--- src/design/threefry_2x32_20round_block_core_defines.svh ---
// assertion macros for the threefry 2x32 block core
`ifndef THREEFRY_2X32_20ROUND_BLOCK_CORE_DEFINES_SVH
`define THREEFRY_2X32_20ROUND_BLOCK_CORE_DEFINES_SVH

// same-cycle implication, clocked on aclk, off during reset
`define TF2_ASSERT_SAME(lbl, ante, cons, msg) \
    lbl: assert property (@(posedge aclk) disable iff (!aresetn) (ante) |-> (cons)) \
        else $error(msg);

// next-cycle implication, clocked on aclk, off during reset
`define TF2_ASSERT_NEXT(lbl, ante, cons, msg) \
    lbl: assert property (@(posedge aclk) disable iff (!aresetn) (ante) |=> (cons)) \
        else $error(msg);

`endif

--- src/design/tf2_pkg.sv ---
// shared types and constants for the threefry 2x32 block core
`timescale 1ns / 1ps
`default_nettype none

package tf2_pkg;

    localparam int TF2_WORD_W    = 32;
    localparam int TF2_KEY_W     = 64;
    localparam int TF2_CTR_W     = 64;
    localparam int TF2_OUT_W     = 64;
    localparam int TF2_GROUPS    = 5;
    localparam int TF2_CELLS_PER = 5;
    localparam int TF2_INJ_POS   = 4;
    localparam int TF2_NUM_CELLS = TF2_GROUPS * TF2_CELLS_PER;

    localparam logic [TF2_WORD_W-1:0] TF2_PARITY = 32'h1BD1_1BDA;

    // [set][position], set 0 = 13,15,26,6 and set 1 = 17,29,16,24
    localparam logic [1:0][3:0][4:0] TF2_ROT = {
        5'd24, 5'd16, 5'd29, 5'd17,
        5'd6,  5'd26, 5'd15, 5'd13
    };

    typedef struct packed {
        logic [TF2_WORD_W-1:0] a;
        logic [TF2_WORD_W-1:0] b;
        logic [TF2_WORD_W-1:0] k0;
        logic [TF2_WORD_W-1:0] k1;
        logic [TF2_WORD_W-1:0] k2;
    } tf2_lane_t;

endpackage

`default_nettype wire

--- src/design/tf2_cell.sv ---
// one pipeline cell: a single add-rotate-xor round or a key injection
`timescale 1ns / 1ps
`default_nettype none

module tf2_cell
    import tf2_pkg::*;
#(
    parameter int GROUP = 0,
    parameter int POS   = 0
) (
    input  wire logic      aclk,
    input  wire logic      aresetn,
    input  wire logic      en,
    input  wire logic      in_valid,
    input  wire tf2_lane_t in_lane,
    output logic           out_valid,
    output tf2_lane_t      out_lane
);

    localparam int ROT = int'(TF2_ROT[GROUP % 2][POS % 4]);
    localparam int KA  = (GROUP + 1) % 3;
    localparam int KB  = (GROUP + 2) % 3;
    localparam logic [TF2_WORD_W-1:0] GRP_INC = TF2_WORD_W'(GROUP + 1);

    logic                       valid_reg;
    tf2_lane_t                  lane_reg;
    tf2_lane_t                  lane_next;

    generate
        if (POS == TF2_INJ_POS) begin : g_inject
            logic [2:0][TF2_WORD_W-1:0] ks;

            assign ks = {in_lane.k2, in_lane.k1, in_lane.k0};

            always_comb begin
                lane_next   = in_lane;
                lane_next.a = in_lane.a + ks[2'(KA)];
                lane_next.b = in_lane.b + ks[2'(KB)] + GRP_INC;
            end
        end else begin : g_round
            logic [TF2_WORD_W-1:0] a_sum;
            logic [TF2_WORD_W-1:0] b_rot;

            assign a_sum = in_lane.a + in_lane.b;
            assign b_rot = (in_lane.b << ROT) | (in_lane.b >> (TF2_WORD_W - ROT));

            always_comb begin
                lane_next   = in_lane;
                lane_next.a = a_sum;
                lane_next.b = b_rot ^ a_sum;
            end
        end
    endgenerate

    always_ff @(posedge aclk) begin
        if (!aresetn) begin
            valid_reg <= 1'b0;
        end else if (en) begin
            valid_reg <= in_valid;
        end
    end

    always_ff @(posedge aclk) begin
        if (en) begin
            lane_reg <= lane_next;
        end
    end

    assign out_valid = valid_reg;
    assign out_lane  = lane_reg;

endmodule

`default_nettype wire

--- src/design/threefry_2x32_20round_block_core.sv ---
// Threefry-2x32 20-round counter hash: a key setup stage followed by a row of
// 25 cells (four single-round cells and one key-injection cell per group).
// One item is taken every cycle unless the master side stalls; each input
// runs through the setup register and the 25 cell registers. The whole
// pipeline, result register included, advances only while the result register
// is empty or being taken, so m_tready low holds every stage in place.
`timescale 1ns / 1ps
`default_nettype none

`include "threefry_2x32_20round_block_core_defines.svh"

module threefry_2x32_20round_block_core
    import tf2_pkg::*;
(
    input  wire logic                           aclk,
    input  wire logic                           aresetn,
    input  wire logic                           s_tvalid,
    output logic                                s_tready,
    input  wire logic [TF2_KEY_W+TF2_CTR_W-1:0] s_tdata,  // key_pair, counter
    output logic                                m_tvalid,
    input  wire logic                           m_tready,
    output logic [TF2_OUT_W-1:0]                m_tdata   // random_word
);

    logic                    en;
    logic [TF2_NUM_CELLS:0]  vld;
    tf2_lane_t               lane [0:TF2_NUM_CELLS];

    logic [TF2_WORD_W-1:0]   k0_in;
    logic [TF2_WORD_W-1:0]   k1_in;
    logic [TF2_WORD_W-1:0]   c0_in;
    logic [TF2_WORD_W-1:0]   c1_in;

    logic                    setup_valid_reg;
    tf2_lane_t               setup_lane_reg;
    tf2_lane_t               setup_lane_next;

    assign en       = !m_tvalid || m_tready;
    assign s_tready = en;

    assign k1_in = s_tdata[TF2_WORD_W-1:0];
    assign k0_in = s_tdata[TF2_KEY_W-1:TF2_WORD_W];
    assign c1_in = s_tdata[TF2_KEY_W+TF2_WORD_W-1:TF2_KEY_W];
    assign c0_in = s_tdata[TF2_KEY_W+TF2_CTR_W-1:TF2_KEY_W+TF2_WORD_W];

    always_comb begin
        setup_lane_next.k0 = k0_in;
        setup_lane_next.k1 = k1_in;
        setup_lane_next.k2 = k0_in ^ k1_in ^ TF2_PARITY;
        setup_lane_next.a  = c0_in + k0_in;
        setup_lane_next.b  = c1_in + k1_in;
    end

    always_ff @(posedge aclk) begin
        if (!aresetn) begin
            setup_valid_reg <= 1'b0;
        end else if (en) begin
            setup_valid_reg <= s_tvalid;
        end
    end

    always_ff @(posedge aclk) begin
        if (en) begin
            setup_lane_reg <= setup_lane_next;
        end
    end

    assign vld[0]  = setup_valid_reg;
    assign lane[0] = setup_lane_reg;

    genvar g, p;
    generate
        for (g = 0; g < TF2_GROUPS; g++) begin : g_group
            for (p = 0; p < TF2_CELLS_PER; p++) begin : g_cell
                tf2_cell #(
                    .GROUP (g),
                    .POS   (p)
                ) u_cell (
                    .aclk      (aclk),
                    .aresetn   (aresetn),
                    .en        (en),
                    .in_valid  (vld[g*TF2_CELLS_PER+p]),
                    .in_lane   (lane[g*TF2_CELLS_PER+p]),
                    .out_valid (vld[g*TF2_CELLS_PER+p+1]),
                    .out_lane  (lane[g*TF2_CELLS_PER+p+1])
                );
            end
        end
    endgenerate

    assign m_tvalid = vld[TF2_NUM_CELLS];
    assign m_tdata  = {lane[TF2_NUM_CELLS].a, lane[TF2_NUM_CELLS].b};

    `TF2_ASSERT_NEXT(a_input_enters, s_tvalid && s_tready, setup_valid_reg,
        "accepted transfer did not reach the setup stage")
    `TF2_ASSERT_NEXT(a_chain_moves, vld[0] && en, vld[1],
        "setup stage item not handed to the first cell")
    `TF2_ASSERT_NEXT(a_stall_freezes, !en, $stable(vld),
        "pipeline valid bits changed during a stall")
    `TF2_ASSERT_SAME(a_ready_on_empty, !m_tvalid, s_tready,
        "input not ready while result register is empty")

endmodule

`default_nettype wire

--- config.mk ---
export PLATFORM = sky130hd
export DESIGN_NAME = threefry_2x32_20round_block_core
export DESIGN_NICKNAME = d
export VERILOG_FILES = /design/src/design/tf2_pkg.sv /design/src/design/tf2_cell.sv /design/src/design/threefry_2x32_20round_block_core.sv
export VERILOG_INCLUDE_DIRS = /design/src /design/src/design
export SDC_FILE = /design/constraint.sdc
export NUM_CORES = 1
export LEC_CHECK = 0
export ABC_AREA = 1
export BUFFER_PORTS_ARGS = -buffer_cell sky130_fd_sc_hd__buf_4
export CAP_MARGIN = 10
export CORE_AREA = 2 2 77 79
export DETAILED_ROUTE_END_ITERATION = 16
export DIE_AREA = 0 0 79 81
export GPL_TIMING_DRIVEN = 0
export PLACE_DENSITY = 0.74
export REMOVE_ABC_BUFFERS = 1
export SLEW_MARGIN = 5
export SYNTH_ARGS = -nofsm -noshare
export SYNTH_HDL_FRONTEND = slang
export SYNTH_SLANG_ARGS = --single-unit
--- constraint.sdc ---
create_clock -name aclk -period 2.85 [get_ports aclk]
set_input_delay 0.1425 -clock aclk [delete_from_list [all_inputs] [get_ports aclk]]
set_output_delay 0.1425 -clock aclk [all_outputs]
set_load 0.01 [all_outputs]
# Word level (Yosys, flattened, before mapping)
# Index checks and enable logic that the tools add are counted.
[classes]
n_reduce_logical = 2
[ops]
columns = ["op", "count"]
rows = [
  ["logical NOT 1 bit", 1],
  ["logical OR 1 bit", 1],
]
[word_totals]
inputBits = 132
word_cells = 28
ff_bits = 26
out_inout_bits = 66

# Logic depth before layout (Yosys ltp)
[logic_depth]
depth_word = 2
ltp_mapped = 6
ltp_nobuf = 4

# By module
# Synthesis repeated with hierarchy kept, for this count alone.
[hier_totals]
hier_cells = 20418
area_unflattened_um2 = 202983.4
[modules_own_cells]
columns = ["mod", "cells_per_inst", "area_each_um2", "instances"]
rows = [
  ["tf2_cell (g_group[0].g_cell[2].u_cell ...)", 771, 7837.5, 7],
  ["tf2_cell (g_group[2].g_cell[2].u_cell ...)", 772, 7823.8, 6],
  ["tf2_cell (g_group[4].g_cell[0].u_cell ...)", 773, 7856.3, 4],
  ["threefry_2x32_20round_block_core", 1180, 9854.5, 1],
  ["tf2_cell (g_group[2].g_cell[4].u_cell)", 1158, 9828.2, 1],
  ["tf2_cell (g_group[0].g_cell[1].u_cell)", 778, 7903.8, 1],
  ["tf2_cell (g_group[0].g_cell[0].u_cell)", 767, 7800.0, 1],
  ["tf2_cell (g_group[2].g_cell[1].u_cell)", 767, 7752.4, 1],
  ["tf2_cell (g_group[4].g_cell[4].u_cell)", 668, 6835.3, 1],
  ["tf2_cell (g_group[1].g_cell[4].u_cell)", 664, 6827.8, 1],
  ["tf2_cell (g_group[0].g_cell[4].u_cell)", 659, 6506.2, 1],
  ["tf2_cell (g_group[3].g_cell[4].u_cell)", 656, 6444.9, 1],
]

# Worst setup path before layout
# OpenSTA, ideal clock, no wires.
[synth_timing]
path_kind = "register to register"
start = "register g_group[4].g_cell[4].u_cell.valid_reg"
end = "register g_group[0].g_cell[0].u_cell.valid_reg"
required_ns = 2.786
stages_incl_launch_ff = 7
period_less_slack_ns = 1.025
setup_time_ns = 0.064
path_slack_ns = 1.825
arrival_time_ns = 0.961
cell_sequence = "dfxtp_1 > buf_4 > inv_2 > nor2_4 > buf_6 > nor2_1 > nor2_1"
[synth_between]
elab_chain_cells = 2
[synth_lines]
columns = ["item", "line_no", "rtl"]
rows = [
  ["start: declaration", "tf2_cell.sv:25", "logic valid_reg;"],
  ["start signal: assignment", "tf2_cell.sv:59", "valid_reg <= in_valid;"],
  ["logical NOT 1 bit", "threefry_2x32_20round_block_core.sv:38", "assign en = !m_tvalid || m_tready;"],
  ["logical OR 1 bit", "threefry_2x32_20round_block_core.sv:38", ""],
  ["end signal: assignment", "tf2_cell.sv:59", ""],
  ["end: declaration", "tf2_cell.sv:25", ""],
]
# Every way passes these cells.
# A chain may end at the register's enable or synchronous reset.

# Worst setup path after layout
[layout_timing]
start = "register g_group[4].g_cell[4].u_cell.valid_reg"
end = "register g_group[2].g_cell[1].u_cell.valid_reg"
[layout_between]
elab_chain_cells = 2
[layout_lines]
columns = ["item", "line_no"]
rows = [
  ["logical NOT 1 bit", "threefry_2x32_20round_block_core.sv:38"],
  ["logical OR 1 bit", "threefry_2x32_20round_block_core.sv:38"],
  ["end signal: assignment", "tf2_cell.sv:59"],
  ["end: declaration", "tf2_cell.sv:25"],
]
# Every way passes these cells.

==> summary.md <==
| Metric | Value |
|---|---|
| R2R Path Start | g_group[4].g_cell[4].u_cell.out_valid |
| WP data arrival | 2000 ps |
| Share of synthesized cell area in and, or, nand and nor gates | 26.4% |
| Synth Register Bits | 26 |
| Comb pwr share | 9.6% |
| Critical path data required time | 3060 ps |
| Max VDD drop | 0.194 mV |
| XOR/XNOR Fraction of Synth Area | 0% |
| Hold_sp | s_tvalid |
| RD Place Congestion | 0.672 |
| Final worst path period need | 1780 ps |
| Core area | 0.00568 mm² |
| Slew HR | 35.4% |
| Max-capacitance violation count | 0 |
| Clock power share | 35.5% |
| Endpoint type of the worst setup path | flip-flop |
| Die Wd | 79 µm |
| CTS Hold Bufs | 0 |
| Rows | 28 |
| DRT antenna net count | 0 |
| Max reg flops | 25 |
| Die Y | 81 µm |
| Clock transition at path regs | 90 ps |
| Synth Area per Inst | 6.92 µm² |
| Slew Limit Fails | 0 |
| WHS | 89.1 ps |
| Net Switching | 0.000171 W |
| Clk sinks | 26 |
| Startpoint types | flip-flop |
| Setup_tns | 0 ps |
| Antenna diodes | 0 |
| CTS buffer count | 3 |
| Clock buffer depth | 2 |
| Cells after Synth | 231 |
| # Post-CTS Setup Buffers | 0 |
| I/O pin cnt | 198 |
| Initial DRC Count | 15 |
| Clk_lat worst skew | 270 ps |
| Number of synthesis warnings | 0 |
| DPL Wire Length | 1320 µm |
| Vias per Instance | 3.51 |
| Final Skew | 2.93 ps |
| Vias in the first global route | 773 |
| CTS root buf | clkbuf_8 |
| TritonCTS clock tree | done |
| First-pass GRT wire length | 3240 µm |
| FF-to-FF path depth | 4 |
| Share of cells above drive strength 1 | 5.24% |
| Register area share after synthesis | 32.6% |
| Peak fanout along the critical path | 28 |
| Worst Hold End | setup_valid_reg |
| Largest family of logic cells by synthesized area | buffers and inverters |
| Period Utilization, post-route | 62.6% |
| Area grow syn2layout | -7.52% |
| Max Fclk | 560 MHz |
| Largest net degree at the start of global routing | 29 |
| Worst r2r dst | g_group[2].g_cell[1].u_cell.out_valid |
| Sequential cell fraction of total power | 54.8% |
| IO buf count | 5 |
| # DRC | 0 |
| Overall Power | 0.000669 W |
| Final net count | 362 |
| RSZ-0062 raised after global routing | false |
| Switching fraction of total power | 25.5% |
| CP Class | reg -> reg |
| Post-Syn Area | 0.00160 mm² |
| Unique masters post-synth | 15 |
| Final setup vio count | 0 |
| Mux cell area share after synthesis | 0% |
| Overflow after GRT | 0 |
| Pint | 0.000498 W |
| Die area | 0.00640 mm² |
| First-pass detailed-route iteration total | 4 |
| Critical Path Start | g_group[4].g_cell[4].u_cell.out_valid |
| PD cells | 452 mW/mm² |
| Outcome | finished, final reports clean |
| Adder-Cell Fraction of Synth Area | 0% |
| DR vias | 1067 |
| Initial cell density of the core | 28.2% |
| Initial antenna violation count | 0 |
| Synth Area in Compound Gates | 0.470% |
| Slew @ Worst Pin | 968 ps |
| Leakage | 0.650 nW |
| Final hold viol count | 0 |
| Hold Path Class | in -> reg |
| Cts repair resizes | 0 |
| Total track usage | 6.27% |
| H-tree levels | 1 |
| Final WL | 2060 µm |
| Flop2flop setup slack | 1070 ps |
| Worst hold path depth | 3 |
| Wire length per cell | 6.78 µm |
## power by group through the flow
stage	clock network (W)	logic, W	registers, W
floorplan	0	0.0000520	0.000375
global placement	0	0.0000631	0.000375
detailed placement	0	0.0000632	0.000375
CTS	0.000246	0.0000633	0.000367
global route	0.000261	0.0000735	0.000367
finish	0.000238	0.0000645	0.000367
## worst max-delay path, cell delays in order (launching register included)
cell and delay, ps:
dfxtp_1 960, inv_2 90, nor2_4 460, nor2_1 80, nor2_1 120
## layout make-up
| cell class | instances | area, µm² |
|---|---|---|
| multi-input combinational | 167 | 669 |
| tap | 75 | 93.8 |
| fill | 653 | 4200 |
| sequential | 26 | 520 |
| clock buffer | 4 | 55.1 |
| inverter | 27 | 101 |
| timing repair buffer | 5 | 37.5 |
## metal layers
layer / track usage (%) / up-vias / wire (µm)
li1: - / 549 / -
met1: 6.56 / 467 / 837
met2: 11.9 / 46 / 1040
met3: 0.333 / 5 / 127
met4: 4.66 / 0 / 59
met5: 0 / - / 0
## layout by cell type (no fill, tap or decap)
cell type and count:
clkbuf_8 4, dfxtp_1 26, a21boi_0 1, inv_2 2, nor2_1 50, nand3_1 25
buf_4 5, nand2_1 26, conb_1 64, inv_1 25, nor2_4 1
## per-stage QoR
stage | std cells | area (µm²) | setup WS (ps) | utilization (%)
4_1_cts | 304 | 1480 | 1030 | 26.0
3_3_place_gp | 300 | 1420 | 1060 | 25.1
6_report | 304 | 1480 | 1070 | 26.0
5_1_grt | 304 | 1480 | 864 | 26.0
3_5_place_dp | 300 | 1420 | 1040 | 25.1
2_1_floorplan | 220 | 1290 | 1420 | -
## kinds of logic (layout without fill, tap and decap cells)
kind of cell,Yosys count,count (layout)
other,1,64
buffers and inverters,101,36
DFF,26,26
and+or+nand+nor,102,102
AOI/OAI and AO/OA,1,1
## cells in the mapped netlist
cell type   n  area, µm²
conb_1      1       3.75
buf_4      65        488
inv_1      25       93.8
buf_2       4       20.0
inv_2       2       7.51
dfxtp_1    26        521
nand3_1    25        125
a21boi_0    1       7.51
clkbuf_1    1       3.75
nand2_1    26       97.6
nor2_1     50        188
buf_1       1       3.75
buf_6       2       22.5
clkbuf_2    1       5.00
nor2_4      1       11.3
## worst max path at each step
stage,to,slack (ps),cells after the start
after CTS,g_group[2].g_cell[1].u_cell.out_valid,1030,4
after floorplan,g_group[0].g_cell[0].u_cell.out_valid,1420,4
after global placement,g_group[0].g_cell[4].u_cell.out_valid,1060,4
after global routing,g_group[2].g_cell[1].u_cell.out_valid,860,4
final,g_group[2].g_cell[1].u_cell.out_valid,1070,4
after detailed placement,g_group[2].g_cell[1].u_cell.out_valid,1040,4
No activity file was read; power rests on OpenSTA's default activity.
